<file path="config.mk">
export PLATFORM = sky130hd
export DESIGN_NAME = conflict_free_batch_scheduler_top
export DESIGN_NICKNAME = d
export VERILOG_FILES = /design/src/rtl/cfbs_pkg.sv /design/src/rtl/cfbs_ram.sv /design/src/rtl/conflict_free_batch_scheduler_top.sv
export SDC_FILE = /design/constraint.sdc
export NUM_CORES = 1
export LEC_CHECK = 0
export BUFFER_PORTS_ARGS = -buffer_cell sky130_fd_sc_hd__buf_4
export CAP_MARGIN = 10
export CORE_MARGIN = 2
export CORE_UTILIZATION = 51
export DETAILED_ROUTE_END_ITERATION = 10
export GPL_ROUTABILITY_DRIVEN = 0
export PLACE_DENSITY = 0.68
export SLEW_MARGIN = 20
export SYNTH_ARGS = -nofsm -noshare
export SYNTH_HDL_FRONTEND = slang
export SYNTH_SLANG_ARGS = --single-unit
</file>
<file path="constraint.sdc">
create_clock -name clk -period 8.7 [get_ports clk]
set_input_delay 0.435 -clock clk [delete_from_list [all_inputs] [get_ports clk]]
set_output_delay 0.435 -clock clk [all_outputs]
set_load 0.02 [all_outputs]
</file>
<file path="src/rtl/cfbs_pkg.sv">
// Shared constants for the conflict-free batch scheduler.
package cfbs_pkg;

	// Fixed widths of the request and result fields.
	localparam int MASK_W  = 16;
	localparam int OWNER_W = 3;
	localparam int INDEX_W = 4;

	// The predecessor matrix holds one row of eight bits per owner.
	localparam int PRED_ROW_W = 8;
	localparam int PRED_W     = PRED_ROW_W * PRED_ROW_W;

endpackage

</file>
<file path="src/rtl/cfbs_ram.sv">
// Generic single-port-write, registered-read RAM.
module cfbs_ram #(
	parameter int WIDTH = 32,
	parameter int DEPTH = 16
) (
	input  logic                     clk,
	input  logic                     we,
	input  logic [$clog2(DEPTH)-1:0] waddr,
	input  logic [WIDTH-1:0]         wdata,
	input  logic                     re,
	input  logic [$clog2(DEPTH)-1:0] raddr,
	output logic [WIDTH-1:0]         rdata
);

	logic [WIDTH-1:0] mem_q [DEPTH];

	always_ff @(posedge clk) begin
		if (we) begin
			mem_q[waddr] <= wdata;
		end
		if (re) begin
			rdata <= mem_q[raddr];
		end
	end

endmodule

</file>
<file path="src/rtl/conflict_free_batch_scheduler_top.sv">
// Conflict-free first-fit batch scheduler: sequencer, owner records and batch union store.
// A request passes through the predecessor pass, the scan of open batches from the earliest allowed one and
// S_WRITE, which registers the result; at most MAX_BATCHES batches are examined;
// an owner id at or above NUM_OWNERS skips the predecessor pass. A stalled result waits in S_WRITE.
// Throughput: one request at a time, the next taken in the cycle after the result is registered.
// Reset clears the matrix, batch count and owner records; union words are read only below the count.
module conflict_free_batch_scheduler_top #(
	parameter int NUM_OWNERS    = 8,
	parameter int RESOURCE_BITS = 16,
	parameter int MAX_BATCHES   = 16
) (
	input  logic                        clk,
	input  logic                        arst_n,
	input  logic                        cfg_valid,
	output logic                        cfg_ready,
	input  logic [cfbs_pkg::PRED_W-1:0] cfg_data,
	input  logic                        in_valid,
	output logic                        in_ready,
	input  logic                        first_of_tick,
	input  logic [cfbs_pkg::OWNER_W-1:0] owner_id,
	input  logic [cfbs_pkg::MASK_W-1:0] job_read_mask,
	input  logic [cfbs_pkg::MASK_W-1:0] job_write_mask,
	output logic                        out_valid,
	input  logic                        out_ready,
	output logic [cfbs_pkg::INDEX_W-1:0] batch_index,
	output logic                        opened_batch,
	output logic                        overflow
);

	localparam int RW = (RESOURCE_BITS < cfbs_pkg::MASK_W) ? RESOURCE_BITS : cfbs_pkg::MASK_W;
	localparam int AW = $clog2(MAX_BATCHES);
	localparam int BW = $clog2(MAX_BATCHES + 1);
	localparam int OW = $clog2(NUM_OWNERS);

	typedef enum logic [1:0] {S_IDLE, S_PRED, S_SCAN, S_WRITE} state_t;

	state_t                      state_q;
	logic [cfbs_pkg::PRED_W-1:0] pred_q;
	logic [BW-1:0]               used_q;
	logic [BW-1:0]               rec_q [NUM_OWNERS];
	logic [cfbs_pkg::OWNER_W-1:0] owner_q;
	logic                        owner_ok_q;
	logic [RW-1:0]               rd_q;
	logic [RW-1:0]               wr_q;
	logic [OW-1:0]               p_q;
	logic [BW-1:0]               earliest_q;
	logic [BW-1:0]               own_q;
	logic [BW-1:0]               b_q;
	logic [AW-1:0]               chk_q;
	logic                        pend_q;
	logic [AW-1:0]               chosen_q;
	logic                        found_q;
	logic                        out_valid_q;
	logic [cfbs_pkg::INDEX_W-1:0] batch_index_q;
	logic                        opened_q;
	logic                        overflow_q;

	logic                        owner_ok;
	logic                        pred_bit;
	logic [BW-1:0]               earliest_nxt;
	logic [2*RW-1:0]             union_rdata;
	logic [RW-1:0]               br;
	logic [RW-1:0]               bw;
	logic                        clash;
	logic                        hit;
	logic                        issue;
	logic                        adv;
	logic                        ovf;
	logic [AW-1:0]               chosen;
	logic [BW-1:0]               chosen_next;
	logic                        ram_we;
	logic [2*RW-1:0]             ram_wdata;
	logic                        ram_re;

	assign cfg_ready    = 1'b1;
	assign in_ready     = (state_q == S_IDLE);
	assign out_valid    = out_valid_q;
	assign batch_index  = batch_index_q;
	assign opened_batch = opened_q;
	assign overflow     = overflow_q;

	assign owner_ok = ({1'b0, owner_id} < (cfbs_pkg::OWNER_W + 1)'(NUM_OWNERS));

	// Predecessor pass: one owner record compared against the running maximum per cycle.
	assign pred_bit     = pred_q[{owner_q, cfbs_pkg::OWNER_W'(p_q)}];
	assign earliest_nxt = (pred_bit && (rec_q[p_q] > earliest_q)) ? rec_q[p_q] : earliest_q;

	// Conflict check against the union word read in the previous cycle.
	assign br    = union_rdata[RW-1:0];
	assign bw    = union_rdata[2*RW-1:RW];
	assign clash = ((wr_q & (br | bw)) != '0) || ((bw & (rd_q | wr_q)) != '0);
	assign hit   = pend_q && !clash;
	assign issue = !hit && (b_q < used_q);

	assign adv         = !out_valid_q || out_ready;
	assign ovf         = !found_q && (used_q == BW'(MAX_BATCHES));
	assign chosen      = found_q ? chosen_q : used_q[AW-1:0];
	assign chosen_next = BW'(chosen) + BW'(1);

	assign ram_re    = (state_q == S_SCAN) && issue;
	assign ram_we    = (state_q == S_WRITE) && adv && !ovf;
	assign ram_wdata = found_q ? (union_rdata | {wr_q, rd_q}) : {wr_q, rd_q};

	cfbs_ram #(
		.WIDTH(2 * RW),
		.DEPTH(MAX_BATCHES)
	) u_union_ram (
		.clk  (clk),
		.we   (ram_we),
		.waddr(chosen),
		.wdata(ram_wdata),
		.re   (ram_re),
		.raddr(b_q[AW-1:0]),
		.rdata(union_rdata)
	);

	always_ff @(posedge clk or negedge arst_n) begin
		if (!arst_n) begin
			state_q     <= S_IDLE;
			pred_q      <= '0;
			used_q      <= '0;
			for (int i = 0; i < NUM_OWNERS; i++) begin
				rec_q[i] <= '0;
			end
			pend_q      <= 1'b0;
			found_q     <= 1'b0;
			out_valid_q <= 1'b0;
		end else begin
			if (cfg_valid && cfg_ready) begin
				pred_q <= cfg_data;
			end
			// In S_WRITE the output register is refilled below instead.
			if (out_valid_q && out_ready && (state_q != S_WRITE)) begin
				out_valid_q <= 1'b0;
			end
			case (state_q)
				S_IDLE: begin
					if (in_valid) begin
						owner_q    <= owner_id;
						owner_ok_q <= owner_ok;
						rd_q       <= job_read_mask[RW-1:0];
						wr_q       <= job_write_mask[RW-1:0];
						p_q        <= '0;
						earliest_q <= '0;
						own_q      <= '0;
						b_q        <= '0;
						pend_q     <= 1'b0;
						found_q    <= 1'b0;
						if (first_of_tick) begin
							used_q <= '0;
							for (int i = 0; i < NUM_OWNERS; i++) begin
								rec_q[i] <= '0;
							end
						end
						state_q <= owner_ok ? S_PRED : S_SCAN;
					end
				end
				S_PRED: begin
					earliest_q <= earliest_nxt;
					if (cfbs_pkg::OWNER_W'(p_q) == owner_q) begin
						own_q <= rec_q[p_q];
					end
					if (p_q == OW'(NUM_OWNERS - 1)) begin
						b_q     <= earliest_nxt;
						state_q <= S_SCAN;
					end else begin
						p_q <= p_q + OW'(1);
					end
				end
				S_SCAN: begin
					if (hit) begin
						chosen_q <= chk_q;
						found_q  <= 1'b1;
						pend_q   <= 1'b0;
						state_q  <= S_WRITE;
					end else if (issue) begin
						chk_q  <= b_q[AW-1:0];
						b_q    <= b_q + BW'(1);
						pend_q <= 1'b1;
					end else if (pend_q) begin
						pend_q <= 1'b0;
					end else begin
						state_q <= S_WRITE;
					end
				end
				S_WRITE: begin
					if (adv) begin
						out_valid_q <= 1'b1;
						if (ovf) begin
							batch_index_q <= '0;
							opened_q      <= 1'b0;
							overflow_q    <= 1'b1;
						end else begin
							batch_index_q <= cfbs_pkg::INDEX_W'(chosen);
							opened_q      <= !found_q;
							overflow_q    <= 1'b0;
							if (!found_q) begin
								used_q <= used_q + BW'(1);
							end
							if (owner_ok_q && (own_q < chosen_next)) begin
								rec_q[owner_q[OW-1:0]] <= chosen_next;
							end
						end
						state_q <= S_IDLE;
					end
				end
				default: begin
					state_q <= S_IDLE;
				end
			endcase
		end
	end

	// The batch count never passes the number of batch slots.
	a_used_bound: assert property (@(posedge clk) disable iff (!arst_n)
		used_q <= BW'(MAX_BATCHES))
		else $error("batch count exceeds the number of batch slots");

	// A request that starts a new tick sees an empty batch set.
	a_tick_clear: assert property (@(posedge clk) disable iff (!arst_n)
		(in_valid && in_ready && first_of_tick) |=> (used_q == '0))
		else $error("batch count not cleared at the start of a tick");

	// Opening a batch bumps the batch count by exactly one.
	a_open_count: assert property (@(posedge clk) disable iff (!arst_n)
		(state_q == S_WRITE && adv && !found_q && !ovf) |=>
		(used_q == $past(used_q) + BW'(1)))
		else $error("opened batch did not advance the batch count");

	// A pending compare always refers to an open batch.
	a_pend_open: assert property (@(posedge clk) disable iff (!arst_n)
		pend_q |-> (BW'(chk_q) < used_q))
		else $error("scan compared a batch that is not open");

	// An overflow result never claims a batch.
	a_ovf_result: assert property (@(posedge clk) disable iff (!arst_n)
		(out_valid && overflow) |-> (!opened_batch && (batch_index == '0)))
		else $error("overflow result carries a batch");

endmodule
</file>
==> results by group, run 1 <==
Outcome
  • Outcome: finished clean

Pwr
  • Power density over the cells: 277 nW/um^2
  • VDD IR max: 0.181 mV
  • LEAKAGE: 11.4 nW

Hold path
  • Hold Crit Endpoint: wr_q[10]$_DFFE_PP_
  • Origin of the worst min-delay path: job_write_mask[10]
  • Hold crit path type: in -> reg
  • Worst hold path stage count: 1

Placement
  • Port Buffer Count: 112
  • Placed inst area: 30800 sq um
  • Setup WS pre-CTS: 4.91 ns
  • Cell count after placement: 2246
  • Detail Placement HPWL: 35.4 mm

Drt
  • Via-per-instance ratio: 6.09
  • Met3 Routed Length: 4.02 mm
  • Routed wire length on met2: 32.8 mm
  • DR iter-0 viols: 1446
  • Met1 wire length: 27.5 mm
  • Antenna-violating nets left: 0
  • Routed vias: 14600
  • Detailed-route DRC error count: 0
  • Detail-routed net length per standard cell: 27.3 microns
  • Total wire length: 65.6 mm
  • Top sig layer: met4
  • DRT Pass-1 Iters: 5

Yosys
  • Flops & latches, synth: 725
  • Fraction of registers with async set/reset: 15.7%
  • Portion of the post-synthesis area used by sequential elements: 73.2%
  • Area of the mapped netlist: 29000 sq um
  • Number of enable-type register cells in the synthesized netlist: 611
  • Leading area contributor after synthesis: sky130_fd_sc_hd__edfxtp_1
  • Mean area per synthesized cell: 20.5 sq um
  • Synth top area cells: sky130_fd_sc_hd__edfxtp_1 (63%), sky130_fd_sc_hd__mux4_2 (13%), sky130_fd_sc_hd__dfrtp_1 (9.8%)
  • Share of Yosys cell area claimed by the top area cell type: 63.3%
  • Post-synthesis instance total: 1415
  • Synth top cells by count: sky130_fd_sc_hd__edfxtp_1 (611), sky130_fd_sc_hd__mux4_2 (173), sky130_fd_sc_hd__dfrtp_1 (114)
  • Yosys warning count: 0
  • Most repeated cell in the gate-level netlist after synthesis: sky130_fd_sc_hd__edfxtp_1
  • Post-synthesis cell type count: 57
  • Most frequently used flop master after synthesis: sky130_fd_sc_hd__edfxtp_1
  • Number of nets in the synthesized netlist: 1546

Timing
  • Worst-case clock skew: 0.0317 ns
  • Max Clk Rate: 265 MHz
  • Fin worst setup slack: 4.92 ns
  • Relative slew slack: 23.8%
  • RSZ-0062 raised after global routing: no
  • Final min period: 3.78 ns
  • Final setup violation count: 0
  • Number of hold-slack violations in the final timing report: 0
  • Share of the clock period used by the worst path: 43.4%
  • Slew Viols, Final: 0
  • Setup Total Neg Slack: 0 ns
  • Measured slew at the worst slew-check pin: 1.14 ns

GRT
  • Global-route total usage across every layer: 22.7%
  • Wire length of the first global-routing pass: 97.9 mm
  • Via count of the first global-routing pass: 15000
  • Pin count of the biggest net entering global routing: 133
  • Global-route congestion overflow total: 0
  • Number of antenna violations at the first check in global routing: 1

CTS
  • Clk pin slew, worst setup/hold paths: 0.06 ns
  • TritonCTS clock tree: done
  • Clk buf depth: 3
  • Htree depth: 3
  • Insertion delay to the later sink of the worst-skew pair: 0.61 ns
  • Number of setup buffers added after CTS: 0
  • Root buffer cell: sky130_fd_sc_hd__clkbuf_16
  • Clock Sinks: 725
  • Total clock buffers created by CTS: 72

Setup path
  • Kind of critical path: reg -> reg
  • Worst reg2reg path endpoint: b_q[1]$_SDFFCE_PN0P_
  • Highest fanout seen on the critical path: 28
  • Peak per-stage delay on the critical path: 0.62 ns
  • Critical path startpoint category: flop
  • CP Cell Sequence: buf_4, mux4_1, mux2_2, ha_1, nand4_1, nor2_1, a211o_1, o211ai_1, a211oi_4, mux2_4, a31o_1
  • Cell at the slowest stage of the critical path: sky130_fd_sc_hd__mux4_1
  • Buf/Inv on CP: 1
  • Reg2reg start: p_q[0]$_SDFFCE_PN0P_
  • Crit end category: flop
  • Largest delay contributor family on the critical path: multiplexers
  • Count of cells along the worst register-to-register path: 11
  • Setup slack, reg-to-reg: 4.92 ns
  • Endpoint arrival time on the critical path: 4.13 ns
  • Required time at the endpoint of the critical path: 9.06 ns

Floorplan
  • Chip Width: 242 microns
  • Total I/O pin count: 114
  • Floorplan die height: 242 microns
  • Die ar.: 58700 sq um
  • Num rows: 87
  • Core Area: 56300 sq um
  • Initial core utilization: 51.5%

Layout
  • Final nets: 1722
  • Syn-to-layout area delta: 15.1%
  • Antenna Cells: 0
  • Non-Filler Instances: 2399
  • Ratio of cells with drive above 1 in the final layout: 31.5%
  • Design area: 33400 sq um

Job
  • Max-cap viol count: 0
==> layout by cell type (no fill, tap or decap), types with 18 or more instances in the layout <==
master	synthesis	final
sky130_fd_sc_hd__a21o_1	37	37
sky130_fd_sc_hd__buf_4	2	141
sky130_fd_sc_hd__clkbuf_16	0	75
sky130_fd_sc_hd__dfrtp_1	114	113
sky130_fd_sc_hd__dlygate4sd3_1	0	27
sky130_fd_sc_hd__edfxtp_1	611	611
sky130_fd_sc_hd__ha_1	26	26
sky130_fd_sc_hd__inv_1	24	24
sky130_fd_sc_hd__mux2_2	69	69
sky130_fd_sc_hd__mux4_2	173	173
sky130_fd_sc_hd__nand2_1	35	35
sky130_fd_sc_hd__nand3_1	20	20
sky130_fd_sc_hd__nor2_1	34	18
sky130_fd_sc_hd__o21ai_0	31	31
sky130_fd_sc_hd__o2bb2ai_1	40	40
==> report_power, final <==
part           internal, mW  total (mW)  switching [mW]
combinational         0.946        2.01            1.06
clock                  1.70        2.98            1.28
sequential             4.11        4.24           0.130
==> metrics by stage <==
stage,power (mW),utilization (%),hold slack (ns)
finish,9.23,59.3,0.0309
CTS,9.30,59.3,0.00164
global placement,6.28,54.8,0.409
floorplan,5.73,-,0.139
global route,9.60,59.3,0.00686
detailed placement,6.32,54.8,0.411
==> repair_timing <==
| action | 4_1_cts | 5_1_grt |
|---|---|---|
| hold endpoints to repair | 27 | 0 |
| hold buffers | 27 | 0 |
| gates resized for setup | 0 | 0 |
==> final cells by class <==
class | instances | area, sq um
sequential | 725 | 21200
clock inverter | 35 | 287
timing repair buffer | 170 | 1360
multi-input combinational | 598 | 7520
tap | 756 | 946
inverter | 24 | 90.1
fill | 3987 | 22900
clock buffer | 91 | 1970
==> per-layer routing <==
metal / track usage, % / vias up
met2: 37.0 / 517
met3: 3.38 / 92
met1: 32.6 / 7820
met5: 0 / -
li1: - / 6173
met4: 6.12 / 0
==> logic make-up after synthesis <==
family,after synthesis,synth area share (%)
compound gates,156,3.91
xor+xnor,8,0.242
other cells,1,0.0129
fa+ha+maj,26,1.12
buf+inv,92,1.38
simple gates,142,2.42
flops,725,73.2
mux,265,17.8
==> how the worst max path moves through the flow <==
| stage | startpoint | end | slack (ns) | cells past startpoint |
|---|---|---|---|---|
| after floorplan | p_q[0]$_SDFFCE_PN0P_ | b_q[3]$_SDFFCE_PN0P_ | 5.25 | 13 |
| after global placement | p_q[0]$_SDFFCE_PN0P_ | b_q[3]$_SDFFCE_PN0P_ | 5.03 | 11 |
| after detailed placement | p_q[0]$_SDFFCE_PN0P_ | b_q[1]$_SDFFCE_PN0P_ | 4.91 | 11 |
| after CTS | p_q[0]$_SDFFCE_PN0P_ | b_q[1]$_SDFFCE_PN0P_ | 4.92 | 11 |
| after global routing | p_q[0]$_SDFFCE_PN0P_ | b_q[1]$_SDFFCE_PN0P_ | 4.73 | 11 |
| final | p_q[0]$_SDFFCE_PN0P_ | b_q[1]$_SDFFCE_PN0P_ | 4.92 | 11 |
==> sequential cells by signal, summed over array words and instances, names as in the netlist, 2 cells and up <==
| signal | flops |
|---|---|
| pred_q | 64 |
| u_union_ram.mem_q | 512 |
| chk_q | 4 |
| owner_q | 3 |
| state_q | 2 |
| earliest_q | 5 |
| batch_index | 4 |
| wr_q | 16 |
| chosen_q | 4 |
| p_q | 3 |
| used_q | 5 |
| b_q | 5 |
| own_q | 5 |
| u_union_ram.rdata | 32 |
| rec_q | 40 |
| rd_q | 16 |
No activity file was read; power rests on OpenSTA's default activity.
==> run 2: changes to the inputs <==
--- a/config.mk
+++ b/config.mk
@@ -11,7 +11,7 @@
 export CORE_UTILIZATION = 51
 export DETAILED_ROUTE_END_ITERATION = 10
 export GPL_ROUTABILITY_DRIVEN = 0
-export PLACE_DENSITY = 0.68
+export PLACE_DENSITY = 0.7
 export SLEW_MARGIN = 20
 export SYNTH_ARGS = -nofsm -noshare
 export SYNTH_HDL_FRONTEND = slang
==> constraint.sdc (replaced) <==
create_clock -name clk -period 3.1 [get_ports clk]
set_input_delay 0.155 -clock clk [delete_from_list [all_inputs] [get_ports clk]]
set_output_delay 0.155 -clock clk [all_outputs]
set_load 0.02 [all_outputs]
==> run 2 against run 1 <==
Compared with the run above: the flow now finishes with violations (negative setup slack); hold slack better by 0.18 ns; non-clock buffer count is 122 higher; first-iteration DRC count is 20% higher; clock power grew to 2.8 times the previous value; cell area is 4.0% higher; core utilization is 2.4 points higher; combinational power grew to 3.1 times the previous value; die area stayed put; maximum frequency is 11% higher; power grew to 2.9 times the previous value; critical path type unchanged; critical endpoint is now b_q[2]$_SDFFCE_PN0P_.
==> results by group, run 2 (synthesis results as in run 1) <==
Outcome
  • Outcome: finished with violations (was finished clean)
  • Violations in the final reports: negative setup slack

Timing
  • Setup Total Neg Slack: -2.42 ns (was 0 ns)
  • Max Clk Rate: 295 MHz (was 265 MHz)
  • Final min period: 3.39 ns (was 3.78 ns)
  • Worst hold slack across all endpoints: 0.207 ns (was 0.0309 ns)
  • Final setup violation count: 10 (was 0)
  • Fin worst setup slack: -0.288 ns (was 4.92 ns)
  • Number of hold-slack violations in the final timing report: 0 (unchanged)
  • Relative slew slack: 25.3% (was 23.8%)
  • RSZ-0062 raised after global routing: yes (was no)
  • Measured slew at the worst slew-check pin: 1.11 ns (was 1.14 ns)
  • Share of the clock period used by the worst path: 109% (was 43.4%)
  • Slew Viols, Final: 0 (unchanged)
  • Worst-case clock skew: 0.0263 ns (was 0.0317 ns)

Drt
  • DRT Pass-1 Iters: 5 (unchanged)
  • Detailed-route DRC error count: 0 (unchanged)
  • Total wire length: 67.9 mm (was 65.6 mm)
  • Antenna-violating nets left: 0 (unchanged)
  • Detail-routed net length per standard cell: 26.9 microns (was 27.3 microns)
  • Via-per-instance ratio: 6.10 (was 6.09)
  • DR iter-0 viols: 1734 (was 1446)
  • Routed vias: 15400 (was 14600)

Setup path
  • Crit end category: flop (unchanged)
  • Worst reg2reg path endpoint: b_q[2]$_SDFFCE_PN0P_ (was b_q[1]$_SDFFCE_PN0P_)
  • Reg2reg start: p_q[0]$_SDFFCE_PN0P_ (unchanged)
  • Endpoint arrival time on the critical path: 3.74 ns (was 4.13 ns)
  • Count of cells along the worst register-to-register path: 12 (was 11)
  • Highest fanout seen on the critical path: 5 (was 28)
  • Setup slack, reg-to-reg: -0.29 ns (was 4.92 ns)
  • Kind of critical path: reg -> reg (unchanged)
  • Critical path startpoint category: flop (unchanged)
  • Required time at the endpoint of the critical path: 3.46 ns (was 9.06 ns)

Placement
  • Placed inst area: 31400 sq um (was 30800 sq um)
  • Detail Placement HPWL: 38.4 mm (was 35.4 mm)
  • Port Buffer Count: 112 (unchanged)
  • Setup WS pre-CTS: -0.255 ns (was 4.91 ns)

Hold path
  • Origin of the worst min-delay path: out_ready (was job_write_mask[10])
  • Hold crit path type: in -> reg (unchanged)
  • Worst hold path stage count: 4 (was 1)
  • Hold Crit Endpoint: out_valid$_DFF_PN0_ (was wr_q[10]$_DFFE_PP_)

GRT
  • Via count of the first global-routing pass: 16000 (was 15000)
  • Global-route total usage across every layer: 23.4% (was 22.7%)
  • Wire length of the first global-routing pass: 101 mm (was 97.9 mm)
  • Pin count of the biggest net entering global routing: 132 (was 133)
  • Global-route congestion overflow total: 0 (unchanged)
  • Number of antenna violations at the first check in global routing: 3 (was 1)

Floorplan
  • Floorplan die height: 242 microns (unchanged)
  • Chip Width: 242 microns (unchanged)
  • Die ar.: 58700 sq um (unchanged)
  • Core Area: 56300 sq um (unchanged)
  • Num rows: 87 (unchanged)
  • Initial core utilization: 51.5% (unchanged)
  • Total I/O pin count: 114 (unchanged)

CTS
  • Htree depth: 3 (unchanged)
  • Clock Sinks: 725 (unchanged)
  • Total clock buffers created by CTS: 72 (unchanged)
  • Root buffer cell: sky130_fd_sc_hd__clkbuf_16 (unchanged)
  • Clk pin slew, worst setup/hold paths: 0.06 ns (about the same)
  • Clk buf depth: 3 (unchanged)
  • TritonCTS clock tree: done (unchanged)
  • Insertion delay to the later sink of the worst-skew pair: 0.61 ns (about the same)

Layout
  • Ratio of cells with drive above 1 in the final layout: 32.7% (was 31.5%)
  • Leading cell types in the layout, fill and taps excluded: sky130_fd_sc_hd__edfxtp_1 (611), sky130_fd_sc_hd__mux4_2 (175), sky130_fd_sc_hd__buf_4 (171) (was sky130_fd_sc_hd__edfxtp_1 (611), sky130_fd_sc_hd__mux4_2 (173), sky130_fd_sc_hd__buf_4 (141))
  • Max reg flops: 512 (unchanged)
  • Syn-to-layout area delta: 19.8% (was 15.1%)
  • Design area: 34700 sq um (was 33400 sq um)
  • Top flop regs: u_union_ram.mem_q x512, pred_q x64, rec_q x40 (unchanged)
  • Final nets: 1844 (was 1722)
  • Register ranked first by flip-flop count: u_union_ram.mem_q (unchanged)
  • Most common cell after layout, fill and taps aside: sky130_fd_sc_hd__edfxtp_1 (unchanged)

Pwr
  • Final Total Pwr: 26.3 mW (was 9.23 mW)
  • LEAKAGE: 12.0 nW (was 11.4 nW)
  • Power density over the cells: 758 nW/um^2 (was 277 nW/um^2)
  • VDD IR max: 0.574 mV (was 0.181 mV)

Job
  • Max-cap viol count: 0 (unchanged)
run 2: cell types whose count changed in the layout (fill, tap and decap cells not counted), moves of 4 or more:
cell,previous run,this run
sky130_fd_sc_hd__and2_4,0,5
sky130_fd_sc_hd__mux2_2,69,65
sky130_fd_sc_hd__buf_4,141,171
sky130_fd_sc_hd__mux2_4,4,8
sky130_fd_sc_hd__dlygate4sd3_1,27,101
sky130_fd_sc_hd__buf_12,1,18
sky130_fd_sc_hd__clkbuf_1,13,18
run 2: worst max-delay path by stage:
stage                               from                   end  cells past startpoint
floorplan           p_q[0]$_SDFFCE_PN0P_  b_q[3]$_SDFFCE_PN0P_                     13
global placement    p_q[0]$_SDFFCE_PN0P_  b_q[2]$_SDFFCE_PN0P_                     12
detailed placement  p_q[0]$_SDFFCE_PN0P_  b_q[2]$_SDFFCE_PN0P_                     12
CTS                 p_q[0]$_SDFFCE_PN0P_  b_q[2]$_SDFFCE_PN0P_                     13
global route        p_q[0]$_SDFFCE_PN0P_  b_q[2]$_SDFFCE_PN0P_                     12
finish              p_q[0]$_SDFFCE_PN0P_  b_q[2]$_SDFFCE_PN0P_                     12
run 2: cell type report:
class                           count  area, sq um
Tap cell                          756          946
Timing Repair Buffer              292         2680
Clock inverter                     33          267
Fill cell                        3875        21600
Inverter                           24         90.1
Sequential cell                   725        21200
Multi-Input combinational cell    598         7610
Antenna cell                        2         5.00
Clock buffer                       92         1920
run 2: critical path, cell delays in order, from the launching register on:
cell and delay, ns:
sky130_fd_sc_hd__edfxtp_1 0.42, sky130_fd_sc_hd__buf_12 0.16, sky130_fd_sc_hd__mux4_2 0.53, sky130_fd_sc_hd__mux2_4 0.31, sky130_fd_sc_hd__ha_4 0.28, sky130_fd_sc_hd__nand4_1 0.12
sky130_fd_sc_hd__nor2_1 0.14, sky130_fd_sc_hd__a211o_1 0.14, sky130_fd_sc_hd__o211ai_1 0.14, sky130_fd_sc_hd__a211oi_4 0.25, sky130_fd_sc_hd__buf_6 0.16, sky130_fd_sc_hd__mux2_4 0.31
sky130_fd_sc_hd__a31o_1 0.18
run 2: through the flow:
step           instances  utilization, %
2_1_floorplan       1415               -
3_3_place_gp        2287            55.8
3_5_place_dp        2287            55.8
4_1_cts             2520            61.7
5_1_grt             2520            61.7
6_report            2522            61.7
run 2: repair_timing:
action,4_1_cts,5_1_grt
setup endpoints to repair,10,50
pin swaps,2,10
gates cloned,1,0
hold endpoints to repair,215,0
resized for setup,12,12
setup buffers,6,2
hold buffers,101,0
run 2: report_power, final:
part	total, mW	internal (mW)	switching, mW	leakage [nW]
combinational	6.18	2.95	3.23	3.97
sequential	11.9	11.5	0.371	6.95
clock	8.23	4.70	3.53	1.07
total	26.3	19.2	7.13	12.0
run 2: routing by layer:
layer  part of all wire, %  track usage [%]
met5                     0                0
met4                   3.4             9.24
met3                   8.5             4.60
met2                    49             37.3
met1                    40             32.3
==> run 3: changes to the inputs <==
--- a/config.mk
+++ b/config.mk
@@ -15,4 +15,5 @@
 export SLEW_MARGIN = 20
 export SYNTH_ARGS = -nofsm -noshare
 export SYNTH_HDL_FRONTEND = slang
+export SYNTH_HIERARCHICAL = 1
 export SYNTH_SLANG_ARGS = --single-unit
==> run 3 against run 2 <==
Compared with the run above: the run still ends with negative setup slack left; hold slack better by 0.031 ns; critical path depth is the same; cell area increased by 1.1%; clock-buffer cell count is 6 higher; first-iteration DRC count is 7.8% lower; final cell count increased by 4.9%; synthesized area grew 0.32%; largest power group unchanged.
==> results by group, run 3 <==
Hold path
  • Hold crit path type: in -> reg (unchanged)

CTS
  • TritonCTS clock tree: done (unchanged)
  • Root buffer cell: sky130_fd_sc_hd__clkbuf_16 (unchanged)
  • Insertion delay to the later sink of the worst-skew pair: 0.63 ns (was 0.61 ns)
  • Htree depth: 3 (unchanged)
  • Total clock buffers created by CTS: 73 (was 72)
  • Clk pin slew, worst setup/hold paths: 0.06 ns (about the same)
  • Clock Sinks: 725 (unchanged)
  • Clk buf depth: 3 (unchanged)

Timing
  • Measured slew at the worst slew-check pin: 1.12 ns (was 1.11 ns)
  • Share of the clock period used by the worst path: 109% (about the same)
  • Setup Total Neg Slack: -1.97 ns (was -2.42 ns)
  • Final setup violation count: 10 (unchanged)
  • Worst-case clock skew: 0.0203 ns (was 0.0263 ns)
  • Slew Viols, Final: 0 (unchanged)
  • Fin worst setup slack: -0.274 ns (was -0.288 ns)
  • Final min period: 3.37 ns (was 3.39 ns)
  • Max Clk Rate: 296 MHz (was 295 MHz)
  • Number of hold-slack violations in the final timing report: 0 (unchanged)
  • Relative slew slack: 24.8% (was 25.3%)
  • Worst hold slack across all endpoints: 0.238 ns (was 0.207 ns)
  • RSZ-0062 raised after global routing: yes (unchanged)

Setup path
  • Crit end category: flop (unchanged)
  • Required time at the endpoint of the critical path: 3.48 ns (was 3.46 ns)
  • Cell at the slowest stage of the critical path: sky130_fd_sc_hd__mux4_2 (unchanged)
  • Critical path startpoint category: flop (unchanged)
  • CP Cell Sequence: buf_6, mux4_2, mux2_4, ha_4, nand4_1, nor2_1, nor4_2, o31ai_2, nor4_4, buf_6, mux2_4, a32o_1 (was buf_12, mux4_2, mux2_4, ha_4, nand4_1, nor2_1, a211o_1, o211ai_1, a211oi_4, buf_6, mux2_4, a31o_1)
  • Peak per-stage delay on the critical path: 0.50 ns (was 0.53 ns)
  • Buf/Inv on CP: 2 (unchanged)
  • Endpoint arrival time on the critical path: 3.75 ns (was 3.74 ns)
  • Kind of critical path: reg -> reg (unchanged)
  • Highest fanout seen on the critical path: 5 (unchanged)
  • Largest delay contributor family on the critical path: multiplexers (unchanged)

Yosys
  • Portion of the post-synthesis area used by sequential elements: 72.9% (was 73.2%)
  • Number of enable-type register cells in the synthesized netlist: 611 (unchanged)
  • Synth top area cells: sky130_fd_sc_hd__edfxtp_1 (63%), sky130_fd_sc_hd__mux4_2 (12%), sky130_fd_sc_hd__dfrtp_1 (9.8%) (was sky130_fd_sc_hd__edfxtp_1 (63%), sky130_fd_sc_hd__mux4_2 (13%), sky130_fd_sc_hd__dfrtp_1 (9.8%))
  • Fraction of registers with async set/reset: 15.7% (unchanged)
  • Share of Yosys cell area claimed by the top area cell type: 63.1% (was 63.3%)
  • Number of nets in the synthesized netlist: 1645 (was 1546)
  • Yosys warning count: 6 (was 0)
  • Synth top cells by count: sky130_fd_sc_hd__edfxtp_1 (611), sky130_fd_sc_hd__mux4_2 (149), sky130_fd_sc_hd__dfrtp_1 (114) (was sky130_fd_sc_hd__edfxtp_1 (611), sky130_fd_sc_hd__mux4_2 (173), sky130_fd_sc_hd__dfrtp_1 (114))
  • Most repeated cell in the gate-level netlist after synthesis: sky130_fd_sc_hd__edfxtp_1 (unchanged)
  • Post-synthesis instance total: 1517 (was 1415)
  • Most frequently used flop master after synthesis: sky130_fd_sc_hd__edfxtp_1 (unchanged)
  • Leading area contributor after synthesis: sky130_fd_sc_hd__edfxtp_1 (unchanged)
  • Flops & latches, synth: 725 (unchanged)
  • Area of the mapped netlist: 29100 sq um (was 29000 sq um)
  • Post-synthesis cell type count: 60 (was 57)
  • Mean area per synthesized cell: 19.2 sq um (was 20.5 sq um)

Drt
  • Met1 wire length: 28.0 mm (was 26.8 mm)
  • Antenna-violating nets left: 0 (unchanged)
  • Detail-routed net length per standard cell: 26.0 microns (was 26.9 microns)
  • Met3 Routed Length: 5.95 mm (was 5.77 mm)
  • Top sig layer: met4 (unchanged)
  • DRT Pass-1 Iters: 5 (unchanged)
  • Total wire length: 68.8 mm (was 67.9 mm)
  • Routed wire length on met2: 33.1 mm (was 32.9 mm)
  • Routed vias: 16300 (was 15400)
  • Via-per-instance ratio: 6.15 (was 6.10)
  • Detailed-route DRC error count: 0 (unchanged)
  • DR iter-0 viols: 1598 (was 1734)

Pwr
  • Internal Pwr Total: 19.2 mW (about the same)
  • P_sw: 7.57 mW (was 7.13 mW)
  • Reg power frac: 45.1% (was 45.2%)
  • LEAKAGE: 12.3 nW (was 12.0 nW)
  • Part of the power in the clock network: 30.8% (was 31.3%)
  • Portion of total power attributed to combinational logic: 24.1% (was 23.5%)
  • VDD IR max: 0.639 mV (was 0.574 mV)
  • Switching power as a share of total power: 28.3% (was 27.1%)
  • Power density over the cells: 762 nW/um^2 (was 758 nW/um^2)
  • Final Total Pwr: 26.7 mW (was 26.3 mW)

GRT
  • Wire length of the first global-routing pass: 104 mm (was 101 mm)
  • Pin count of the biggest net entering global routing: 132 (unchanged)
  • Global-route congestion overflow total: 0 (unchanged)
  • Via count of the first global-routing pass: 16800 (was 16000)
  • Global-route total usage across every layer: 23.7% (was 23.4%)
  • Number of antenna violations at the first check in global routing: 1 (was 3)

Layout
  • Footprint of the multi-input gates: 7740 sq um (was 7610 sq um)
  • Max reg flops: 512 (unchanged)
  • Final nets: 1966 (was 1844)
  • Sequential Area: 21200 sq um (unchanged)
  • Non-Filler Instances: 2646 (was 2522)
  • Most common cell after layout, fill and taps aside: sky130_fd_sc_hd__edfxtp_1 (unchanged)
  • Leading cell types in the layout, fill and taps excluded: sky130_fd_sc_hd__edfxtp_1 (611), sky130_fd_sc_hd__buf_4 (201), sky130_fd_sc_hd__mux4_2 (149) (was sky130_fd_sc_hd__edfxtp_1 (611), sky130_fd_sc_hd__mux4_2 (175), sky130_fd_sc_hd__buf_4 (171))
  • Register ranked first by flip-flop count: u_union_ram/mem_q (was u_union_ram.mem_q)
  • Post-route core utilization: 62.2% (was 61.7%)
  • Syn-to-layout area delta: 20.7% (was 19.8%)
  • Total of fill cells in the finished design: 3921 (was 3875)
  • Top flop regs: u_union_ram/mem_q x512, pred_q x64, rec_q x40 (was u_union_ram.mem_q x512, pred_q x64, rec_q x40)
  • Ratio of cells with drive above 1 in the final layout: 31.6% (was 32.7%)
  • Design area: 35100 sq um (was 34700 sq um)

Floorplan
  • Die ar.: 58900 sq um (was 58700 sq um)
  • Total I/O pin count: 114 (unchanged)
  • Core Area: 56400 sq um (was 56300 sq um)
  • Num rows: 87 (unchanged)
  • Floorplan die height: 243 microns (was 242 microns)
  • Chip Width: 243 microns (was 242 microns)
  • Initial core utilization: 51.6% (was 51.5%)

Outcome
  • Violations in the final reports: negative setup slack (unchanged)
  • Outcome: finished with violations (unchanged)

Placement
  • Setup WS pre-CTS: -0.491 ns (was -0.255 ns)
  • Detail Placement HPWL: 39.8 mm (was 38.4 mm)
  • Port Buffer Count: 112 (unchanged)
  • Placed inst area: 31700 sq um (was 31400 sq um)
  • Cell count after placement: 2411 (was 2287)

Job
  • Max-cap viol count: 0 (unchanged)
==> run 3: cell count changes after synthesis, sizes merged, moves of 4 or more <==
| cell | previous run | this run |
|---|---|---|
| a22oi | 5 | 67 |
| nand2 | 35 | 75 |
| o2bb2ai | 40 | 3 |
| mux4 | 186 | 155 |
| a22o | 3 | 23 |
| a32o | 0 | 13 |
| buf | 27 | 38 |
| mux2 | 73 | 82 |
| nor2 | 35 | 44 |
| o211ai | 2 | 8 |
| nor3b | 0 | 5 |
| a31o | 4 | 0 |
| nor4 | 2 | 6 |
==> run 3: worst reg2reg max path, delay by kind of cell, from the launching register on <==
family          cells  cell delay, ns
compound gates      2            0.36
mux                 3            1.11
flops               1            0.44
buf+inv             2            0.36
fa+ha+maj           1            0.22
simple gates        4            0.63
==> run 3: power groups by stage <==
stage	combinational, mW	clock (mW)	sequential [mW]
3_5_place_dp	6.21	0	12.2
4_1_cts	6.40	8.37	12.0
2_1_floorplan	4.27	0	12.1
5_1_grt	6.94	8.75	12.1
3_3_place_gp	6.15	0	12.2
6_report	6.45	8.22	12.0
==> run 3: repair_timing <==
action                                  4_1_cts  5_1_grt
endpoints found under the setup margin       10       26
pin swaps                                     2        2
hold buffers                                102        0
cloned                                        0        1
gates resized for setup                      12       17
setup buffers                                 4        2
hold endpoints to repair                    164        0
==> run 3: cell type report <==
class	instances	area share, %
antenna	1	0.00713
inverter	22	0.235
multi-input combinational	693	22.1
sequential	725	60.4
clock buffer	98	5.71
timing repair buffer	323	8.30
clock inverter	28	0.571
tap	756	2.70
==> run 3: final timing paths <==
check / end / cells after the start / from / slack [ns]
setup / recovery: b_q[1]$_SDFFCE_PN0P_ / 12 / p_q[0]$_SDFFCE_PN0P_ / -0.27
hold / removal: pred_q[20]$_DFFE_PN0P_ / 2 / cfg_valid / 0.24
setup reg to reg: b_q[1]$_SDFFCE_PN0P_ / 12 / p_q[0]$_SDFFCE_PN0P_ / -0.27
hold reg to reg: chosen_q[0]$_DFFE_PP_ / 0 / chk_q[0]$_DFFE_PP_ / 0.42
max in group asynchronous: pred_q[35]$_DFFE_PN0P_ / 4 / arst_n / 1.55
min in group asynchronous: rec_q[13]$_DFFE_PN0P_ / 3 / arst_n / 0.36
==> run 3: cells by family (layout without fill, tap and decap cells) <==
| logic type | Yosys count | after routing | synth area share (%) |
|---|---|---|---|
| AO/OA/AOI/OAI | 214 | 214 | 5.36 |
| XOR/XNOR | 8 | 8 | 0.241 |
| adder cells (fa/ha/maj) | 23 | 23 | 0.990 |
| buffers and inverters | 99 | 471 | 1.51 |
| flip-flops | 725 | 725 | 72.9 |
| multiplexers | 242 | 242 | 15.5 |
| other | 1 | 2 | 0.0129 |
| AND/OR/NAND/NOR | 205 | 205 | 3.47 |
==> run 3: per-layer routing <==
layer / GRT usage (%) / up-vias
li1: - / 6834
met1: 33.4 / 8600
met2: 36.7 / 720
met3: 5.62 / 125
met4: 8.03 / 0
met5: 0 / -
